### src/sv/ucpf_pkg.sv
// Package for the UDP command packet filter: constants, codes and the result type.
package ucpf_pkg;

    // Size of the command carried in a command datagram
    localparam int COMMAND_BYTES = 16;

    // Ethertypes and protocol
    localparam logic [15:0] ETHERTYPE_IPV4 = 16'h0800;
    localparam logic [15:0] ETHERTYPE_IPV6 = 16'h86DD;
    localparam logic [7:0]  PROTO_UDP      = 8'd17;

    // Byte offsets within the frame
    localparam logic [6:0] POS_ETYPE_HI   = 7'd12;
    localparam logic [6:0] POS_ETYPE_LO   = 7'd13;
    localparam logic [6:0] POS_V4_PROTO   = 7'd23;
    localparam logic [6:0] POS_V6_NEXT    = 7'd20;
    localparam logic [6:0] L4_START_V4    = 7'd34;
    localparam logic [6:0] L4_START_V6    = 7'd54;
    localparam logic [6:0] UDP_HDR_LEN    = 7'd8;
    localparam logic [6:0] POSITION_MAX   = 7'd127;

    // Network kind codes
    localparam logic [1:0] KIND_NONE = 2'd0;
    localparam logic [1:0] KIND_IPV4 = 2'd1;
    localparam logic [1:0] KIND_IPV6 = 2'd2;

    // Verdict codes
    localparam logic [1:0] VERDICT_PASS    = 2'd0;
    localparam logic [1:0] VERDICT_DROP    = 2'd1;
    localparam logic [1:0] VERDICT_ABORTED = 2'd2;
    localparam logic [1:0] VERDICT_UNUSED  = 2'd3;

    // Register addresses (byte address bit 2 selects the register)
    localparam logic ADDR_COMMAND_PORT = 1'b0;
    localparam logic ADDR_SLOT_PRESENT = 1'b1;

    // Result of one frame
    typedef struct packed {
        logic [63:0] second_half;
        logic [63:0] first_half;
        logic        written;
        logic [1:0]  verdict;
    } t_result;

    localparam int RESULT_W = $bits(t_result);
    localparam int TDATA_W  = ((RESULT_W + 7) / 8) * 8;

endpackage

### src/sv/udp_command_packet_filter_unit.sv
// Top level of the UDP command packet filter: stream ports, register port, result buffer.
//
//  channel   dir  transfer when           payload
//  s_*       in   s_tvalid & s_tready     s_tdata = frame_byte, s_tlast = end_of_frame
//  m_*       out  m_tvalid & m_tready     m_tdata = verdict, written, first/second half
//  APB       in   psel&penable&pwrite     reg 0 command_port @0x0, reg 1 slot_present @0x4
//
// One byte is taken per cycle while s_tready is high; the verdict for a frame is
// registered as its last byte is taken, in the skid register if the output one is held.
// A two-entry result buffer (output register plus skid register) decouples the sides:
// s_tready drops only when both entries hold results not yet taken.
// Synchronous active-low reset clears the frame state, the command store, the
// registers (command_port 0, slot_present 1) and the result buffer.
module udp_command_packet_filter_unit (
    input  logic                            i_clk,
    input  logic                            i_rst_n,
    // Frame bytes in
    input  logic                            s_tvalid,
    output logic                            s_tready,
    input  logic [7:0]                      s_tdata,   // [7:0] frame_byte
    input  logic                            s_tlast,
    // Verdicts out
    output logic                            m_tvalid,
    input  logic                            m_tready,
    // [1:0] verdict, [2] command_written, [66:3] command_first_half,
    // [130:67] command_second_half, rest zero
    output logic [ucpf_pkg::TDATA_W-1:0]    m_tdata,
    // Register port
    input  logic                            psel,
    input  logic                            penable,
    input  logic                            pwrite,
    input  logic [2:0]                      paddr,
    input  logic [31:0]                     pwdata,
    output logic [31:0]                     prdata,
    output logic                            pready
);

    logic [15:0]        r_command_port;
    logic               r_slot_present;
    logic               accept;
    logic               cfg_write;
    ucpf_pkg::t_result  result;

    logic               r_out_v, n_out_v;
    logic               r_skid_v, n_skid_v;
    ucpf_pkg::t_result  r_out, n_out;
    ucpf_pkg::t_result  r_skid, n_skid;
    logic               push;
    logic               pop;

    // Register port
    assign pready    = 1'b1;
    assign cfg_write = psel && penable && pwrite && pready;

    always_comb begin
        case (paddr[2])
            ucpf_pkg::ADDR_COMMAND_PORT: prdata = {16'h0000, r_command_port};
            ucpf_pkg::ADDR_SLOT_PRESENT: prdata = {31'h0, r_slot_present};
            default:                     prdata = 32'h0;
        endcase
    end

    always_ff @(posedge i_clk) begin
        if (!i_rst_n) begin
            r_command_port <= 16'h0000;
            r_slot_present <= 1'b1;
        end else if (cfg_write) begin
            case (paddr[2])
                ucpf_pkg::ADDR_COMMAND_PORT: r_command_port <= pwdata[15:0];
                ucpf_pkg::ADDR_SLOT_PRESENT: r_slot_present <= pwdata[0];
                default: ;
            endcase
        end
    end

    // Input transfer
    assign s_tready = !r_skid_v;
    assign accept   = s_tvalid && s_tready;

    ucpf_parser u_parser (
        .i_clk          (i_clk),
        .i_rst_n        (i_rst_n),
        .i_accept       (accept),
        .i_frame_byte   (s_tdata),
        .i_end_of_frame (s_tlast),
        .i_command_port (r_command_port),
        .i_slot_present (r_slot_present),
        .o_result       (result)
    );

    // Result buffer: output register with a skid entry behind it
    assign push = accept && s_tlast;
    assign pop  = r_out_v && m_tready;

    always_comb begin
        n_out_v  = r_out_v;
        n_out    = r_out;
        n_skid_v = r_skid_v;
        n_skid   = r_skid;
        if (!r_out_v || pop) begin
            if (r_skid_v) begin
                n_out_v  = 1'b1;
                n_out    = r_skid;
                n_skid_v = push;
                n_skid   = result;
            end else begin
                n_out_v  = push;
                n_out    = result;
            end
        end else if (push) begin
            n_skid_v = 1'b1;
            n_skid   = result;
        end
    end

    always_ff @(posedge i_clk) begin
        if (!i_rst_n) begin
            r_out_v  <= 1'b0;
            r_skid_v <= 1'b0;
        end else begin
            r_out_v  <= n_out_v;
            r_skid_v <= n_skid_v;
        end
    end

    always_ff @(posedge i_clk) begin
        r_out  <= n_out;
        r_skid <= n_skid;
    end

    assign m_tvalid = r_out_v;
    assign m_tdata  = {{(ucpf_pkg::TDATA_W - ucpf_pkg::RESULT_W){1'b0}}, r_out};

    // The skid entry is only ever filled behind a full output register
    a_skid_behind_out: assert property (@(posedge i_clk) disable iff (!i_rst_n)
        r_skid_v |-> r_out_v)
        else $error("skid entry valid with empty output register");

    // No reserved verdict code leaves the block
    a_verdict_code: assert property (@(posedge i_clk) disable iff (!i_rst_n)
        r_out_v |-> (r_out.verdict != ucpf_pkg::VERDICT_UNUSED))
        else $error("reserved verdict code on output");

    // A command write always comes with a pass verdict
    a_written_pass: assert property (@(posedge i_clk) disable iff (!i_rst_n)
        (r_out_v && r_out.written) |-> (r_out.verdict == ucpf_pkg::VERDICT_PASS))
        else $error("command written without pass verdict");

    // A frame end arriving while the output waits lands in the skid entry
    a_push_to_skid: assert property (@(posedge i_clk) disable iff (!i_rst_n)
        (push && r_out_v && !m_tready) |=> r_skid_v)
        else $error("result lost while output register stalled");

endmodule

### src/sv/ucpf_parser.sv
// Frame parser: per-frame header state, capture buffer, command store and verdict.
module ucpf_parser (
    input  logic                    i_clk,
    input  logic                    i_rst_n,
    input  logic                    i_accept,
    input  logic [7:0]              i_frame_byte,
    input  logic                    i_end_of_frame,
    input  logic [15:0]             i_command_port,
    input  logic                    i_slot_present,
    output ucpf_pkg::t_result       o_result
);

    localparam int CB = ucpf_pkg::COMMAND_BYTES;

    // Per-frame state
    logic [6:0]  r_pos,   n_pos;
    logic [15:0] r_etype, n_etype;
    logic [7:0]  r_proto, n_proto;
    logic [1:0]  r_kind,  n_kind;
    logic [15:0] r_port,  n_port;
    logic [7:0]  r_cap   [CB];
    logic [7:0]  n_cap   [CB];
    logic [7:0]  r_store [CB];
    logic [7:0]  n_store [CB];

    logic        take;
    logic [6:0]  l4;
    logic [6:0]  cap_base;
    logic [7:0]  len;
    logic [7:0]  l4_len;
    logic [1:0]  verdict;
    logic        written;

    // Header and payload capture for the current byte
    always_comb begin
        take     = (r_pos != ucpf_pkg::POSITION_MAX);
        n_pos    = take ? r_pos + 7'd1 : r_pos;
        n_etype  = r_etype;
        n_kind   = r_kind;
        n_proto  = r_proto;
        n_port   = r_port;
        n_cap    = r_cap;
        l4       = (r_kind == ucpf_pkg::KIND_IPV4) ? ucpf_pkg::L4_START_V4
                                                   : ucpf_pkg::L4_START_V6;
        cap_base = l4 + ucpf_pkg::UDP_HDR_LEN;
        if (take) begin
            if (r_pos == ucpf_pkg::POS_ETYPE_HI) begin
                n_etype = {i_frame_byte, 8'h00};
            end else if (r_pos == ucpf_pkg::POS_ETYPE_LO) begin
                n_etype = {r_etype[15:8], i_frame_byte};
                if (n_etype == ucpf_pkg::ETHERTYPE_IPV4) begin
                    n_kind = ucpf_pkg::KIND_IPV4;
                end else if (n_etype == ucpf_pkg::ETHERTYPE_IPV6) begin
                    n_kind = ucpf_pkg::KIND_IPV6;
                end else begin
                    n_kind = ucpf_pkg::KIND_NONE;
                end
            end
            // Offsets past the ethertype only count for IPv4/IPv6 frames
            if (r_kind != ucpf_pkg::KIND_NONE) begin
                if ((r_kind == ucpf_pkg::KIND_IPV4 && r_pos == ucpf_pkg::POS_V4_PROTO) ||
                    (r_kind == ucpf_pkg::KIND_IPV6 && r_pos == ucpf_pkg::POS_V6_NEXT)) begin
                    n_proto = i_frame_byte;
                end
                if (r_pos == l4 + 7'd2) begin
                    n_port = {i_frame_byte, 8'h00};
                end else if (r_pos == l4 + 7'd3) begin
                    n_port = {r_port[15:8], i_frame_byte};
                end
                for (int k = 0; k < CB; k++) begin
                    if (r_pos == cap_base + 7'(k)) begin
                        n_cap[k] = i_frame_byte;
                    end
                end
            end
        end
    end

    // Verdict on the final byte, from the state after this byte
    always_comb begin
        len     = {1'b0, r_pos} + 8'd1;
        l4_len  = (n_kind == ucpf_pkg::KIND_IPV4) ? {1'b0, ucpf_pkg::L4_START_V4}
                                                  : {1'b0, ucpf_pkg::L4_START_V6};
        verdict = ucpf_pkg::VERDICT_PASS;
        written = 1'b0;
        if (n_kind == ucpf_pkg::KIND_NONE) begin
            verdict = ucpf_pkg::VERDICT_PASS;
        end else if (len < l4_len) begin
            verdict = ucpf_pkg::VERDICT_ABORTED;
        end else if (n_proto != ucpf_pkg::PROTO_UDP) begin
            verdict = ucpf_pkg::VERDICT_PASS;
        end else if (len < l4_len + {1'b0, ucpf_pkg::UDP_HDR_LEN}) begin
            verdict = ucpf_pkg::VERDICT_ABORTED;
        end else if ({1'b0, n_port} == {1'b0, i_command_port} + 17'd1) begin
            verdict = ucpf_pkg::VERDICT_DROP;
        end else if (n_port != i_command_port) begin
            verdict = ucpf_pkg::VERDICT_PASS;
        end else if (len < l4_len + {1'b0, ucpf_pkg::UDP_HDR_LEN} + 8'(CB)) begin
            verdict = ucpf_pkg::VERDICT_ABORTED;
        end else if (i_slot_present) begin
            written = 1'b1;
        end
        if (written) begin
            n_store = n_cap;
        end else begin
            n_store = r_store;
        end
    end

    // Output halves of the store after this frame's update
    assign o_result.verdict = verdict;
    assign o_result.written = written;
    for (genvar k = 0; k < 8; k++) begin : g_half
        if (k < CB) begin : g_first
            assign o_result.first_half[63-8*k -: 8] = n_store[k];
        end else begin : g_first_zero
            assign o_result.first_half[63-8*k -: 8] = 8'h00;
        end
        if (k + 8 < CB) begin : g_second
            assign o_result.second_half[63-8*k -: 8] = n_store[k+8];
        end else begin : g_second_zero
            assign o_result.second_half[63-8*k -: 8] = 8'h00;
        end
    end

    // Per-frame state, cleared at the end of each frame
    always_ff @(posedge i_clk) begin
        if (!i_rst_n) begin
            r_pos   <= '0;
            r_etype <= '0;
            r_proto <= '0;
            r_kind  <= ucpf_pkg::KIND_NONE;
            r_port  <= '0;
        end else if (i_accept) begin
            if (i_end_of_frame) begin
                r_pos   <= '0;
                r_etype <= '0;
                r_proto <= '0;
                r_kind  <= ucpf_pkg::KIND_NONE;
                r_port  <= '0;
            end else begin
                r_pos   <= n_pos;
                r_etype <= n_etype;
                r_proto <= n_proto;
                r_kind  <= n_kind;
                r_port  <= n_port;
            end
        end
    end

    // Capture buffer: every entry read is written in the same frame, by its final byte at the latest
    always_ff @(posedge i_clk) begin
        if (i_accept) begin
            r_cap <= n_cap;
        end
    end

    // Stored command, cleared at reset
    always_ff @(posedge i_clk) begin
        if (!i_rst_n) begin
            for (int k = 0; k < CB; k++) begin
                r_store[k] <= 8'h00;
            end
        end else if (i_accept && i_end_of_frame && written) begin
            r_store <= n_store;
        end
    end

endmodule
### config.mk
export PLATFORM = sky130hd
export DESIGN_NAME = udp_command_packet_filter_unit
export DESIGN_NICKNAME = d
export VERILOG_FILES = /design/src/sv/ucpf_pkg.sv /design/src/sv/udp_command_packet_filter_unit.sv /design/src/sv/ucpf_parser.sv
export SDC_FILE = /design/constraint.sdc
export NUM_CORES = 1
export LEC_CHECK = 0
export BUFFER_PORTS_ARGS = -buffer_cell sky130_fd_sc_hd__clkbuf_2
export CORE_MARGIN = 2
export CORE_UTILIZATION = 50
export CTS_CLUSTER_DIAMETER = 40
export DETAILED_ROUTE_END_ITERATION = 12
export PLACE_DENSITY_LB_ADDON = 0.15
export SLEW_MARGIN = 10
export SYNTH_ARGS = -nofsm -noshare
export SYNTH_HDL_FRONTEND = slang
export SYNTH_SLANG_ARGS = --single-unit
### constraint.sdc
create_clock -name i_clk -period 18.28 [get_ports i_clk]
set_clock_uncertainty 0.15 [all_clocks]
set_input_delay 0.914 -clock i_clk [delete_from_list [all_inputs] [get_ports i_clk]]
set_output_delay 0.914 -clock i_clk [all_outputs]
set_load 0.02 [all_outputs]
Yosys cells after proc, flatten, opt, wreduce, memory -nomap -nowiden
Cells that the tools add are included.
Storage, ports and cells
  register bits: 578
  input port bits: 51
  output and inout port bits: 171
  word-level logic and storage cells: 196
Cells by class
  add/subtract/negate cells: 23
  magnitude comparators: 3
  equal/unequal tests: 32
  muxes and demuxes: 66
  bitwise operators: 1
  reductions and logical operators: 22
Operators by type and width (count)
  131-bit two-way mux: 4
  128-bit two-way mux: 3
  8-bit two-way mux: 22
  7-bit equality test: 18
  16-bit two-way mux: 7
  32-bit one-hot mux with 2 select lines: 1
  7-bit by 4-bit adder with 7-bit output, second input constant: 9
  7-bit by 2-bit adder with 7-bit output, second input constant: 4
  7-bit by 3-bit adder with 7-bit output, second input constant: 4
  2-bit two-way mux: 13
  8-bit < comparator: 3
  16-bit by 1-bit adder with 17-bit output, second input constant: 1
  16-bit by 17-bit equality test with 1-bit output: 1
  16-bit by 12-bit equality test with 1-bit output, second input constant: 1
  16-bit equality test, second input constant: 1
  16-bit != test: 1
  7-bit by 1-bit adder with 7-bit output, second input constant: 2
  7-bit by 4-bit equality test with 1-bit output, second input constant: 2
  7-bit by 5-bit equality test with 1-bit output, second input constant: 2
  7-bit two-way mux: 2
  1-bit two-way mux: 12
  5-bit two-way mux: 2
  7-bit by 1-bit adder with 8-bit output, second input constant: 1
  8-bit by 4-bit adder with 8-bit output, second input constant: 1
  14 further kinds: 30

Logic depth before layout (Yosys ltp)
Gate-level depths: netlist of run 1.
  word-level depth: 21
  gate-level depth with buffers: 20
  gate-level depth less buffers: 16

Cells and area by module
A second synthesis of run 1 with hierarchy kept.
Second synthesis, totals
  cells, all modules: 1917
  area total of the unflattened synthesis: 25833.5 sq um
Modules (own cells, without submodules)
  ucpf_parser: times used 1, cells each 1382, area an instance 15305.9 sq um, sequential area each 7226.9 sq um
  udp_command_packet_filter_unit: times used 1, cells each 535, area an instance 10527.6 sq um, sequential area each 8247.9 sq um

Worst setup path before layout of run 1
No wires, ideal clock.
  kind: input-to-reg
  start point: input port m_tready
  end point: register r_skid[0] (netlist name) (enable)
  setup time: 1.815 ns
  data arrival time: 13.091 ns
  data required time: 16.315 ns
  setup slack: 3.225 ns
  stages: 2
  path buffers: 0
  path through: nand2b_1 -> o21ai_0
Between the ends
  longest elaborated chain between the ends: 4
  elaborated cells on any way between the ends: 5
  classes of those cells: eq/ne: 1; reduce/logical: 4
Ends and longest elaborated chain
  start, declared: line udp_command_packet_filter_unit.sv:24  | input logic m_tready,
  1-bit logical AND *: line udp_command_packet_filter_unit.sv:93  | assign pop = r_out_v && m_tready;
  1-bit logical OR *: line udp_command_packet_filter_unit.sv:100  | if (!r_out_v || pop) begin
  2-bit != test (no source line) or 2-bit nonzero test (tied branches)
  2-bit AND reduction (no source line) *
  end signal, assigned: line udp_command_packet_filter_unit.sv:128  | r_skid <= n_skid;
  end, declared: line udp_command_packet_filter_unit.sv:47  | ucpf_pkg::t_result r_skid, n_skid;
Every way passes the cells marked *; elsewhere a longest branch is shown, timed or not.
A chain may end at the register's enable or synchronous reset.

Worst setup path after layout of run 1
  start point: input port s_tdata[1]
  end point: register u_parser.r_store[8] (netlist name)
Between the ends
  longest elaborated chain between the ends: 19
  elaborated cells on any way between the ends: 34
  classes of those cells: add/sub: 2; order compare: 3; eq/ne: 6; mux: 21; reduce/logical: 2
Ends and longest elaborated chain
  start, declared: line udp_command_packet_filter_unit.sv:20  | input logic [7:0] s_tdata,
  16-bit equality test: line ucpf_parser.sv:53  | end else if (n_etype == ucpf_pkg::ETHERTYPE_IPV6) begin
  2-bit two-way mux: line ucpf_parser.sv:53
  2-bit two-way mux: line ucpf_parser.sv:51  | if (n_etype == ucpf_pkg::ETHERTYPE_IPV4) begin
  2-bit two-way mux: line ucpf_parser.sv:49  | end else if (r_pos == ucpf_pkg::POS_ETYPE_LO) begin
  2-bit two-way mux: line ucpf_parser.sv:47  | if (r_pos == ucpf_pkg::POS_ETYPE_HI) begin
  2-bit two-way mux: line ucpf_parser.sv:46  | if (take) begin
  2-bit by 1-bit equality test with 1-bit output: line ucpf_parser.sv:82  | l4_len = (n_kind == ucpf_pkg::KIND_IPV4) ? {1'b0, ucpf_pkg::L4_START_V4}
  5-bit two-way mux: line ucpf_parser.sv:82
  [... 3 more ...]
  1-bit two-way mux: line ucpf_parser.sv:98  | end else if (len < l4_len + {1'b0, ucpf_pkg::UDP_HDR_LEN} + 8'(CB)) begin
  1-bit two-way mux: line ucpf_parser.sv:96  | end else if (n_port != i_command_port) begin
  1-bit two-way mux: line ucpf_parser.sv:94  | end else if ({1'b0, n_port} == {1'b0, i_command_port} + 17'd1) begin
  1-bit two-way mux: line ucpf_parser.sv:92  | end else if (len < l4_len + {1'b0, ucpf_pkg::UDP_HDR_LEN}) begin
  1-bit two-way mux: line ucpf_parser.sv:90  | end else if (n_proto != ucpf_pkg::PROTO_UDP) begin
  1-bit two-way mux: line ucpf_parser.sv:88  | end else if (len < l4_len) begin
  1-bit two-way mux *: line ucpf_parser.sv:86  | if (n_kind == ucpf_pkg::KIND_NONE) begin
  128-bit two-way mux or 1-bit logical AND (tied branches): line ucpf_parser.sv:103, ucpf_parser.sv:164
  end signal, assigned: line ucpf_parser.sv:165  | r_store <= n_store;
  end, declared: line ucpf_parser.sv:23  | logic [7:0] r_store [CB];
Marked as above.

==> out/qor.csv, run 1 <==
stage,metric,value,unit
sta,# setup viols final,0,
floorplanning,Core Area,56400,sq um
global_routing,grt ovf,0,
setup_path,"critical path fanouts, max",65,
synth,area share of the largest cell type after synthesis,41.1,%
setup_path,Setup CP Type,in2reg,
setup_path,reg2reg path depth,18,
floorplanning,Cell Rows,87,
power_and_ir_drop,P_leak,0.0122,uW
setup_path,critical path startpoint category,primary input,
drt,drt drc,0,
power_and_ir_drop,worst ir drop on vdd,0.0672,mV
cts,clock sinks,578,
cells_and_area,nets,2761,
floorplanning,Die H,243,um
synth,largest area contributor in the netlist,edfxtp_1,
floorplanning,Top-Level Pins,222,
drt,DRT Pass-1 Iters,7,
global_routing,grt met2 use,42.5,%
synth,Post-synth top cells,"edfxtp_1 (390), o21ai_0 (268), mux2i_1 (263)",
cts,"Clk Latency, worst-skew pair",0.63,ns
drt,aggregate routed wire length,75.8,mm
sta,period utilization,43.7,%
synth,cell area after synthesis,28500,sq um
global_routing,gr usage total,25.2,%
synth,Post-synth ARST share,0,%
cts,CTS Buf Count,87,
cts,postcts setup bufs,0,
synth,#FFs+latches synth,578,
cts,Max Buffers Root-to-Sink,3,
setup_path,Critical Path RT,18.65,ns
worst_hold_path,Worst Hold Depth,2,
floorplanning,DIE AREA,58900,sq um
sta,RSZ-0062 raised after global routing,no,
setup_path,reg2reg setup slack,10.57,ns
sta,setup tns final,0,ns
floorplanning,Initial Util,50.5,%
drt,vias per cell,5.95,
power_and_ir_drop,power per cell area,102,nW/um^2
drt,1st-iter DRT viols,1953,
sta,Final Max Slew Viols,0,
cts,CTS Hold Bufs,0,
sta,crit path time final,7.99,ns
worst_hold_path,critical hold path startpoint,u_parser.r_store[15],
setup_path,reg2reg start,u_parser.r_pos[0],
flow_run,Max Cap Violations,0,
cts,"CTS clk-pin slew, worst paths",0.05,ns
sta,max frequency,0.125,GHz
sta,worst hold margin,0.323,ns
synth,"EDFF count, synth",390,
setup_path,Crit Reg-Reg Endpoint,u_parser.r_store[8],
global_routing,initial antenna violation count,0,
cts,root buf cell,clkbuf_16,
cells_and_area,final core occ,57.8,%
drt,DRT antenna net count,0,
cells_and_area,Area Growth Syn to Fin,14.5,%
synth,sequential share of the synthesized area,54.3,%
setup_path,Critical Path Sink Type,flop,
global_routing,met1 Use GR,33.8,%
synth,Cells after Synth,2637,
global_routing,layer with the highest usage,met2,
place,PortBufs,181,
place,gpl congestion,0.878,
worst_hold_path,hold endpoint,u_parser.r_store[15],
sta,Tightest Pin Transition,1.14,ns
global_routing,largest net degree at the start of global routing,137,
place,placed cell areas,29500,sq um
global_routing,vias in the first global route,21000,
sta,Final Hold Vio Count,0,
drt,Via Count,21000,
synth,Synthesis Warnings,0,
sta,Rel. slew slack,23.9,%
synth,"count leader, synth",edfxtp_1,
setup_path,WP data arrival,8.36,ns
cts,CTS tree,yes,
synth,synth top area cells,"edfxtp_1 (41%), dfxtp_1 (13%), mux2i_1 (9.2%)",
cells_and_area,"Design Area, Final",32600,sq um
place,dpl hpwl,40.2,mm
power_and_ir_drop,Pwr Total,3340,uW
cells_and_area,layout cells sized above 1,14.2,%
cells_and_area,fill count,4768,
cts,htree depth,3,
global_routing,met3 track demand over resource,3.33,%
floorplanning,Die Wd,243,um
synth,Synth Flop Type,edfxtp_1,
synth,"Distinct cells, synth",74,
global_routing,first-pass GRT wire length,118,mm
drt,routed wire length per instance,21.5,um
worst_hold_path,hold crit path type,reg2reg,
cts,post-cts resize count,0,
status,status,completed,
synth,syn_area_per_cell,10.8,sq um
cell families (layout without fill, tap and decap cells):
group | after synthesis | in the layout | synth area share [%]
adders and majority gates | 10 | 10 | 0.439
AOI/OAI and AO/OA | 532 | 532 | 12.8
other | 2 | 23 | 0.0264
buffers and inverters | 403 | 520 | 6.00
and+or+nand+nor | 821 | 821 | 16.2
muxes | 266 | 266 | 9.36
DFF | 578 | 578 | 54.3
xor gates and xnor gates | 25 | 25 | 0.844
routing by layer:
layer  up-vias  wire length, um
li1       9768                -
met1     10500            34100
met2       637            36400
met3       113             3730
met4         0             1700
met5         -                0
power breakdown:
| group | total, uW | leakage, uW | internal [uW] | switching (uW) |
|---|---|---|---|---|
| combinational | 172 | 0.00556 | 39.1 | 132 |
| clock | 1730 | 0.00149 | 1080 | 650 |
| sequential | 1440 | 0.00519 | 1420 | 12.6 |
| total | 3340 | 0.0122 | 2540 | 795 |
critical path: stages:
cell	delay (ns)
clkbuf_2	0.08
buf_4	0.28
or4b_2	0.67
nor4_1	0.62
nand2_1	0.12
o21a_1	0.17
inv_1	0.11
ha_1	0.21
nand2b_1	0.12
nor4_1	0.05
o21ai_0	0.23
a32oi_1	0.15
nor3b_1	0.71
nand4_4	0.84
nor3_2	1.14
buf_4	0.52
buf_4	0.90
mux2i_1	0.31
flip-flops by register name (all words and copies together) (netlist names):
register / flops
m_tdata: 131
r_skid: 131
u_parser.r_cap: 128
u_parser.r_store: 128
r_command_port: 16
u_parser.r_port: 16
u_parser.r_etype: 8
u_parser.r_proto: 8
u_parser.r_pos: 7
u_parser.r_kind: 2
m_tvalid: 1
r_skid_v: 1
r_slot_present: 1
worst max-delay path by stage:
stage / start / to / slack, ns
floorplan: m_tready / r_skid[0] / 3.22
global placement: s_tdata[5] / u_parser.r_store[5] / 9.91
detailed placement: s_tdata[5] / u_parser.r_store[40] / 9.93
CTS: s_tdata[5] / u_parser.r_store[17] / 10.53
global route: s_tdata[5] / u_parser.r_store[17] / 10.05
finish: s_tdata[1] / u_parser.r_store[8] / 10.29
cell usage in the layout (no fill, tap or decap), types with 7 or more instances in the layout:
master	synthesis	routed
conb_1	2	22
clkbuf_1	195	7
a21boi_0	19	19
and3_1	7	7
dfxtp_1	188	187
a31oi_1	10	10
nand4_1	13	13
nor2_1	28	28
nand2b_1	141	140
o31ai_1	9	9
edfxtp_1	390	390
nand2_1	210	210
a22oi_1	30	30
clkbuf_16	0	88
inv_6	0	18
a311o_1	129	129
clkinv_2	0	12
mux2i_1	263	263
nand3_1	21	21
a221oi_1	7	7
o21ai_0	268	267
xnor2_1	17	17
clkbuf_2	0	180
a32oi_1	9	9
a21oi_1	20	20
ha_1	10	10
bufinv_16	0	11
buf_4	34	34
and4_1	8	8
nor2b_1	56	56
inv_1	142	140
and2_1	147	147
nor4_1	137	137
clkinvlp_4	0	7
clkinv_4	0	7
nor3_1	9	8
nand3b_1	8	8
area by class of cell:
class | count | area (sq um) | area share, %
Sequential cell | 578 | 15500 | 47.5
Tap cell | 756 | 946 | 2.90
Multi-Input combinational cell | 1676 | 11400 | 35.0
Clock buffer | 100 | 2300 | 7.04
Clock inverter | 63 | 772 | 2.37
Timing Repair Buffer | 215 | 1170 | 3.59
Antenna cell | 1 | 2.50 | 0.00767
Inverter | 142 | 541 | 1.66
per-stage QoR:
| stage | setup WS, ns | std cells |
|---|---|---|
| after floorplan | 3.22 | 2657 |
| after global placement | 9.91 | 3367 |
| after detailed placement | 9.93 | 3367 |
| after CTS | 10.53 | 3530 |
| after global routing | 10.05 | 3530 |
| final | 10.29 | 3531 |
Power figures use the tool's default switching activity.
==> run 2: changes to the inputs <==
==> constraint.sdc (replaced) <==
create_clock -name i_clk -period 7.9 [get_ports i_clk]
set_clock_uncertainty 0.15 [all_clocks]
set_input_delay 0.395 -clock i_clk [delete_from_list [all_inputs] [get_ports i_clk]]
set_output_delay 0.395 -clock i_clk [all_outputs]
set_load 0.02 [all_outputs]
==> run 2 against run 1 <==
Effect of this change:
- setup slack got worse by 8.4 ns
- sequential share of layout area fell by 0.43 points
- sequential cell count did not move
- non-clock buffer count rose by 15
- worst hold slack got worse by 0.22 ns
- critical path type is now reg2reg
- critical endpoint is now m_tdata[124]
- largest cell class unchanged
- highest routed layer unchanged
==> out/qor.csv, run 2 (synthesis gave the netlist of run 1 again) <==
stage,metric,value,unit,change
global_routing,vias in the first global route,21300,,+1.6%
sta,max frequency,0.166,GHz,
sta,# setup viols final,0,,unchanged
cells_and_area,ant diodes,0,,-1
setup_path,Buf/Inv on CP,3,,-2
setup_path,reg2reg start,u_parser.r_pos[0],,
cts,Max Buffers Root-to-Sink,3,,unchanged
cells_and_area,Area Growth Syn to Fin,15.6,%,
global_routing,first-pass GRT wire length,121,mm,+1.9%
sta,Final Hold Vio Count,0,,unchanged
cts,htree depth,3,,unchanged
setup_path,"critical path fanouts, max",91,,+40%
worst_hold_path,Worst Hold Depth,3,,+1
setup_path,Critical-path top delay cell,nor3b_1,,
floorplanning,DIE AREA,58900,sq um,unchanged
floorplanning,Cell Rows,87,,unchanged
setup_path,Crit path depth,17,,-1
global_routing,gr usage total,25.7,%,+0.44 points
floorplanning,Die H,243,um,unchanged
global_routing,grt ovf,0,,unchanged
cts,CTS Buf Count,90,,+3.4%
cts,"CTS clk-pin slew, worst paths",0.06,ns,about the same
setup_path,Critical Path Sink Type,flop,,
cells_and_area,fill count,4828,,+1.3%
cts,"Clk Latency, worst-skew pair",0.63,ns,about the same
drt,Via Count,21200,,+1.2%
setup_path,crit path cell chain,"ha_1, nand2b_1, nor4b_1, buf_4, nand2_1, o21a_1, inv_1, ha_1, nand2b_1, nor4_1, o21ai_0, a32oi_1, nor3b_1, nand4_4, or2_4, buf_12, a311o_1",,
cts,CTS tree,yes,,
flow_run,Max Cap Violations,0,,unchanged
sta,crit path time final,6.02,ns,
drt,DRT Pass-1 Iters,5,,-2
setup_path,WP data arrival,6.23,ns,-2.13 ns
setup_path,Crit path largest cell delay,0.75,ns,-0.39 ns
status,status,completed,,
cells_and_area,layout cells sized above 1,14.1,%,-0.11 points
global_routing,initial antenna violation count,0,,unchanged
place,dpl hpwl,40.6,mm,+1.1%
place,gpl congestion,0.841,,-4.2%
setup_path,Setup CP Type,reg2reg,,
global_routing,met3 track demand over resource,3.64,%,+0.31 points
drt,aggregate routed wire length,77.0,mm,+1.5%
power_and_ir_drop,power per cell area,238,nW/um^2,+130%
floorplanning,Die Wd,243,um,unchanged
cells_and_area,most frequent cells in the layout,"edfxtp_1 (390), o21ai_0 (267), mux2i_1 (263)",,
cells_and_area,nets,2779,,+0.65%
floorplanning,Initial Util,50.5,%,unchanged
setup_path,critical path startpoint category,flop,,
global_routing,grt met2 use,43.8,%,+1.4 points
setup_path,Crit Reg-Reg Endpoint,m_tdata[124],,
sta,setup tns final,0,ns,unchanged
place,PortBufs,181,,unchanged
floorplanning,Core Area,56400,sq um,unchanged
drt,DRT antenna net count,0,,unchanged
global_routing,layer with the highest usage,met2,,
sta,Tightest Pin Transition,1.26,ns,+0.123 ns
worst_hold_path,hold crit path type,in2reg,,
worst_hold_path,critical hold path startpoint,s_tvalid,,
power_and_ir_drop,worst ir drop on vdd,0.167,mV,+150%
setup_path,reg2reg setup slack,1.88,ns,-8.69 ns
setup_path,reg2reg path depth,17,,-1
drt,1st-iter DRT viols,2059,,+5.4%
sta,Rel. slew slack,15.7,%,-8.2 points
setup_path,"CP delay by family, top",simple AND/OR/NAND/NOR gates,,
sta,RSZ-0062 raised after global routing,no,,
cells_and_area,"commonest non-fill, non-tap cell in the layout",edfxtp_1,,
global_routing,largest net degree at the start of global routing,253,,+85%
drt,routed wire length per instance,21.7,um,+0.91%
setup_path,Critical Path RT,8.11,ns,-10.54 ns
global_routing,met1 Use GR,33.6,%,-0.26 points
worst_hold_path,hold endpoint,r_skid_v,,
cells_and_area,final core occ,58.4,%,+0.53 points
cts,clock sinks,578,,unchanged
drt,drt drc,0,,unchanged
power_and_ir_drop,Pwr Total,7830,uW,+130%
drt,vias per cell,5.98,,+0.58%
cts,root buf cell,clkbuf_16,,
cts,postcts setup bufs,0,,unchanged
sta,period utilization,76.2,%,
power_and_ir_drop,P_leak,0.0124,uW,+1.1%
sta,Final Max Slew Viols,0,,unchanged
floorplanning,Top-Level Pins,222,,unchanged
==> run 2: worst max path at each step <==
| stage | from | to | slack [ns] |
|---|---|---|---|
| after floorplan | r_skid_v | u_parser.r_port[0] | 2.10 |
| after global placement | s_tdata[7] | m_tdata[54] | 1.70 |
| after detailed placement | s_tdata[7] | m_tdata[54] | 1.64 |
| after CTS | u_parser.r_pos[0] | m_tdata[54] | 1.97 |
| after global routing | u_parser.r_pos[0] | m_tdata[125] | 1.48 |
| final | u_parser.r_pos[0] | m_tdata[124] | 1.88 |
==> run 2: worst register-to-register path, stage by stage, from the launching register on <==
cell and delay [ns]:
dfxtp_1 0.45, ha_1 0.67, nand2b_1 0.22, nor4b_1 0.35, buf_4 0.21, nand2_1 0.06, o21a_1 0.16, inv_1 0.13
ha_1 0.21, nand2b_1 0.11, nor4_1 0.05, o21ai_0 0.24, a32oi_1 0.15, nor3b_1 0.75, nand4_4 0.30, or2_4 0.61
buf_12 0.46, a311o_1 0.49
==> run 2: layer usage <==
| metal | wire length [um] | up-vias |
|---|---|---|
| li1 | - | 9798 |
| met3 | 4160 | 108 |
| met4 | 1740 | 0 |
| met5 | 0 | - |
| met1 | 33800 | 10700 |
| met2 | 37300 | 670 |
==> run 2: cell type report <==
| class | count | area (sq um) | share of cell area (%) |
|---|---|---|---|
| clock buffers | 103 | 2380 | 7.24 |
| clock inverters | 66 | 769 | 2.34 |
| inverters | 142 | 541 | 1.64 |
| multi-input cells | 1676 | 11400 | 34.7 |
| flip-flops and latches | 578 | 15500 | 47.0 |
| well taps | 756 | 946 | 2.87 |
| repair buffers | 230 | 1390 | 4.22 |
==> run 2: timing repair <==
| action | CTS | global route |
|---|---|---|
| endpoints found under the hold margin | 17 | 0 |
| hold buffers | 17 | 0 |
| gates resized for setup | 0 | 0 |
==> run 2: report_power, final <==
| group | internal [uW] | switching, uW | leakage (uW) |
|---|---|---|---|
| Combinational | 95.4 | 308 | 0.00564 |
| Sequential | 3300 | 31.4 | 0.00519 |
| Clock | 2610 | 1480 | 0.00154 |
==> run 2: per-stage QoR <==
step / std cells / hold WS [ns] / area (sq um) / setup slack, ns
after floorplan: 2657 / 0.294 / 28600 / 2.10
after detailed placement: 3365 / 0.312 / 29600 / 1.64
final: 3551 / 0.102 / 32900 / 1.88
after global routing: 3551 / 0.111 / 32900 / 1.48
after CTS: 3551 / 0.0665 / 32900 / 1.97
after global placement: 3365 / 0.301 / 29600 / 1.70
